**config.mk**
```make
export PLATFORM = sky130hd
export DESIGN_NAME = lprt_cell
export DESIGN_NICKNAME = d
export VERILOG_FILES = /design/src/sv/lprt_pkg.sv /design/src/sv/lprt_cell.sv
export SDC_FILE = /design/constraint.sdc
export NUM_CORES = 1
export LEC_CHECK = 0
export ABC_AREA = 1
export BUFFER_PORTS_ARGS = -buffer_cell sky130_fd_sc_hd__buf_2
export CAP_MARGIN = 20
export CORE_ASPECT_RATIO = 0.8
export CORE_MARGIN = 1.5
export CORE_UTILIZATION = 30
export DETAILED_ROUTE_END_ITERATION = 6
export GPL_TIMING_DRIVEN = 0
export PLACE_DENSITY = 0.62
export RECOVER_POWER = 25
export SLEW_MARGIN = 20
export SYNTH_ARGS = -nofsm -noshare
export SYNTH_HDL_FRONTEND = slang
export SYNTH_SLANG_ARGS = --single-unit
export TNS_END_PERCENT = 1
```
**constraint.sdc**
```tcl
create_clock -name clk -period 7.1 [get_ports clk]
set_input_delay 1.775 -clock clk [delete_from_list [all_inputs] [get_ports clk]]
set_output_delay 1.775 -clock clk [all_outputs]
set_load 0.01 [all_outputs]
```
**src/sv/lprt_pkg.sv**
```systemverilog
// Shared types, codes and helper functions of the longest-prefix route table.
package lprt_pkg;

  localparam int PORT_COUNT = 16;

  localparam logic OP_INSERT = 1'b0;
  localparam logic OP_LOOKUP = 1'b1;

  localparam logic [1:0] ST_OK       = 2'd0;
  localparam logic [1:0] ST_FULL     = 2'd1;
  localparam logic [1:0] ST_DUP      = 2'd2;
  localparam logic [1:0] ST_BAD_PORT = 2'd3;

  typedef struct packed {
    logic        opcode;
    logic [31:0] address;
    logic [31:0] prefix_mask;
    logic [3:0]  hop_port;
  } lprt_in_t;

  typedef struct packed {
    logic       hit;
    logic [3:0] next_hop;
    logic [5:0] match_length;
    logic [1:0] status;
  } lprt_out_t;

  // Search token that walks down the row of entry cells.
  typedef struct packed {
    logic        active;
    logic        opcode;
    logic [31:0] address;
    logic [31:0] mask;
    logic [5:0]  length;
    logic [3:0]  port;
    logic        port_bad;
    logic        dup;
    logic        placed;
    logic        hit;
    logic [5:0]  hit_len;
    logic [3:0]  hit_port;
  } lprt_tok_t;

  function automatic logic [5:0] ones_in(logic [31:0] v);
    logic [3:0] byte_cnt [4];
    for (int b = 0; b < 4; b++) begin
      byte_cnt[b] = 4'd0;
      for (int j = 0; j < 8; j++) begin
        byte_cnt[b] = byte_cnt[b] + {3'd0, v[b*8+j]};
      end
    end
    return ({2'd0, byte_cnt[0]} + {2'd0, byte_cnt[1]})
         + ({2'd0, byte_cnt[2]} + {2'd0, byte_cnt[3]});
  endfunction

endpackage

```
**src/sv/lprt_cell.sv**
```systemverilog
// One route entry cell: holds a route and processes the passing search token.
module lprt_cell (
  input  logic              clk,
  input  logic              rst_n,
  input  logic              adv,
  input  lprt_pkg::lprt_tok_t tok_in,
  output lprt_pkg::lprt_tok_t tok_out
);
  import lprt_pkg::*;

  logic        ent_valid_r;
  logic [31:0] ent_prefix_r;
  logic [31:0] ent_mask_r;
  logic [5:0]  ent_len_r;
  logic [3:0]  ent_port_r;
  lprt_tok_t   tok_r;
  lprt_tok_t   tok_nxt;
  logic        wr;

  always_comb begin
    tok_nxt = tok_in;
    wr      = 1'b0;
    if (tok_in.active) begin
      if (tok_in.opcode == OP_INSERT) begin
        // Entries fill from the front, so every stored route is checked for a
        // duplicate before the token reaches the first free cell.
        if (!tok_in.port_bad && !tok_in.dup && !tok_in.placed) begin
          if (ent_valid_r) begin
            if (ent_prefix_r == tok_in.address && ent_mask_r == tok_in.mask) begin
              tok_nxt.dup = 1'b1;
            end
          end else begin
            wr             = 1'b1;
            tok_nxt.placed = 1'b1;
          end
        end
      end else begin
        if (ent_valid_r && ((tok_in.address & ent_mask_r) == ent_prefix_r) &&
            (!tok_in.hit || ent_len_r > tok_in.hit_len)) begin
          tok_nxt.hit      = 1'b1;
          tok_nxt.hit_len  = ent_len_r;
          tok_nxt.hit_port = ent_port_r;
        end
      end
    end
  end

  always_ff @(posedge clk) begin
    if (!rst_n) begin
      ent_valid_r <= 1'b0;
      tok_r       <= '0;
    end else if (adv) begin
      tok_r <= tok_nxt;
      if (wr) begin
        ent_valid_r <= 1'b1;
      end
    end
  end

  always_ff @(posedge clk) begin
    if (adv && wr) begin
      ent_prefix_r <= tok_in.address;
      ent_mask_r   <= tok_in.mask;
      ent_len_r    <= tok_in.length;
      ent_port_r   <= tok_in.port;
    end
  end

  assign tok_out = tok_r;

endmodule

```
==> results.yml <==
run_status:
  outcome: "complete, no violations"
sta:
  setup_viol_count_final: 0
  tightest_slew_ns: 0.786
  finalCriticalPeriod_ns: 3.08
  timing.clock.skew_ns: 0.0108
  relSlewSlack: 0.476
  hold_viol: 0
  slew_viol_final: 0
  post-route-period-util: 0.433
  rsz0062_at_grt: "no"
  tns_ns: 0
  fmax_mhz: 325
  hold_ws_ns: 0.460
floorplan:
  core_area_um2: 23500
  die_x_um: 176
  start_util: 0.306
  die-area_um2: 24900
  ios: 183
  die_height_um: 141
  rows: 50
logic_synthesis:
  yosysUniqueCellTypes: 35
  synthesis.nets: 941
  yosysSeqAreaShare: 0.563
  ys_ff_latch: 165
  ys_async_sr_fraction: 0
  avgSynthCellArea_um2: 8.54
  synth_cells: 842
  synth_edf_count: 74
  synth_top_flop_cell: "dfxtp_1"
  yosysWarnings: 0
  syn_area_um2: 7190
cells_and_area:
  syn_to_final_growth_pct: 25.2
  fin_nets: 1142
  mostFrequentLayoutCell: "nor2_1"
  final_cell_mix: "nor2_1, nand2_1, buf_2"
  drive_above_1_share: 0.148
global_route:
  grt_start_max_net_pins: 40
  grt_pass1_vias: 6049
  grt_pass1_wl_mm: 34.6
  antenna_found_initial: 3
  grt_use_total: 0.189
  gr-total-overflow: 0
clock_network:
  clockRootBuffer: "clkbuf_16"
  htreeDepth: 4
  path_clk_slew_ns: 0.06
  clk_path_buf_depth: 2
  clock-sinks: 165
  cts_setup_buffers: 0
  clk_latency_ns: 0.43
  cts_tree: "yes"
  postCtsHoldBufs: 0
  cts_buffers: 17
  post_cts_resized: 0
hold_path:
  min_delay_path_depth: 2
  hold_path_class: "reg -> reg"
setup_path:
  worstPathRequired_ns: 7.39
  arrival_ns: 3.37
  cp-start-kind: "input pin"
  critPathMaxFanout: 10
  crit_type: "in -> reg"
  rr_worst_depth: 11
  worstSetupEndpointType: "register"
power_and_ir_drop:
  power_density_nw_per_um2: 244
  total_leakage_power_nw: 3.89
  ir_worst_vdd_mv: 0.135
placement:
  hpwl_mm: 17.4
  portBuffers: 181
  gp_congestion: 0.837
detailed_routing:
  wire_per_inst_um: 16.9
  wl_mm: 23.1
  drcViolationCount: 0
  dr.first_iter.drc_count: 514
  via_per_inst: 4.66
  antenna_left: 0
  drt_pass1_iterations: 5
  dr_total_vias: 6391
job:
  maxCapViolations: 0
==> sequential cells by signal, summed over array words and instances (netlist names) <==
name,cells
ent_prefix_r,32
tok_out,90
ent_valid_r,1
ent_len_r,6
ent_mask_r,32
ent_port_r,4
==> path summary, 6_finish.rpt <==
kind / start / endpoint / slack, ns
min reg2reg: tok_out[89] / tok_out[89] / 0.46
max: tok_in[9] / tok_out[2] / 4.02
max reg2reg: ent_len_r[5] / tok_out[2] / 5.09
min: tok_out[89] / tok_out[89] / 0.46
==> per-stage QoR <==
| stage | worst slack, ns | total power [W] | instances | instance area [um^2] | util |
|---|---|---|---|---|---|
| 2_1_floorplan | 2.79 | 0.00118 | 842 | 7190 | - |
| 3_3_place_gp | 1.70 | 0.00130 | 1335 | 8480 | 0.362 |
| 3_5_place_dp | 3.65 | 0.00130 | 1336 | 8510 | 0.363 |
| 4_1_cts | 4.10 | 0.00222 | 1368 | 9080 | 0.387 |
| 5_1_grt | 3.89 | 0.00228 | 1368 | 8990 | 0.383 |
| 6_report | 4.02 | 0.00220 | 1370 | 9000 | 0.383 |
==> power by group <==
part | total, W | internal [W] | switching [W] | leakage (nW)
sequential | 0.00105 | 0.00103 | 0.0000210 | 1.42
combinational | 0.000222 | 0.0000787 | 0.000144 | 2.20
clock | 0.000922 | 0.000527 | 0.000395 | 0.272
==> synth_stat cells, drive strengths merged, types with 8 or more instances <==
cell	count	area, um^2
nand4	8	50.1
clkbuf	20	85.1
nand2	154	586
edfxtp	74	2220
o21ai	93	465
inv	76	285
nand3	49	245
a21oi	39	199
xnor2	20	175
dfxtp	91	1820
nor2	161	614
xor2	12	105
buf	10	68.8
==> cells by family after synthesis <==
family                     count (synthesis)  share of synthesized area
AOI/OAI and AO/OA                        148                      0.108
and+or+nand+nor                          385                      0.218
xor gates and xnor gates                  32                     0.0390
DFF                                      165                      0.563
buffers and inverters                    106                     0.0611
adders and majority gates                  6                     0.0104
==> layer usage <==
layer / global-route usage / vias up / wire length, um / share of wire
met4: 0.0504 / 2 / 333 / 0.014
met2: 0.287 / 218 / 9900 / 0.43
met3: 0.0598 / 26 / 1790 / 0.077
li1: - / 3182 / - / -
met1: 0.258 / 2963 / 11100 / 0.48
met5: 0 / - / 12 / 0.00052
==> worst max-delay path, cell delays in order <==
cell,delay (ns)
buf_2,0.10
inv_1,0.05
ha_1,0.29
nand2_1,0.07
nor2_1,0.14
o21ai_0,0.11
o211ai_1,0.09
nand2_1,0.09
nand2_1,0.12
buf_2,0.24
nand3_1,0.14
nand3_1,0.11
a21oi_1,0.06
==> layout make-up <==
type	instances	area, um^2
timing repair buffer	182	835
clock buffer	20	447
multi-input combinational	571	2710
inverter	76	285
sequential	165	4040
tap	312	390
clock inverter	12	131
antenna	2	5.00
buffer	30	153
fill	2469	14500
No activity file was read; power rests on OpenSTA's default activity.
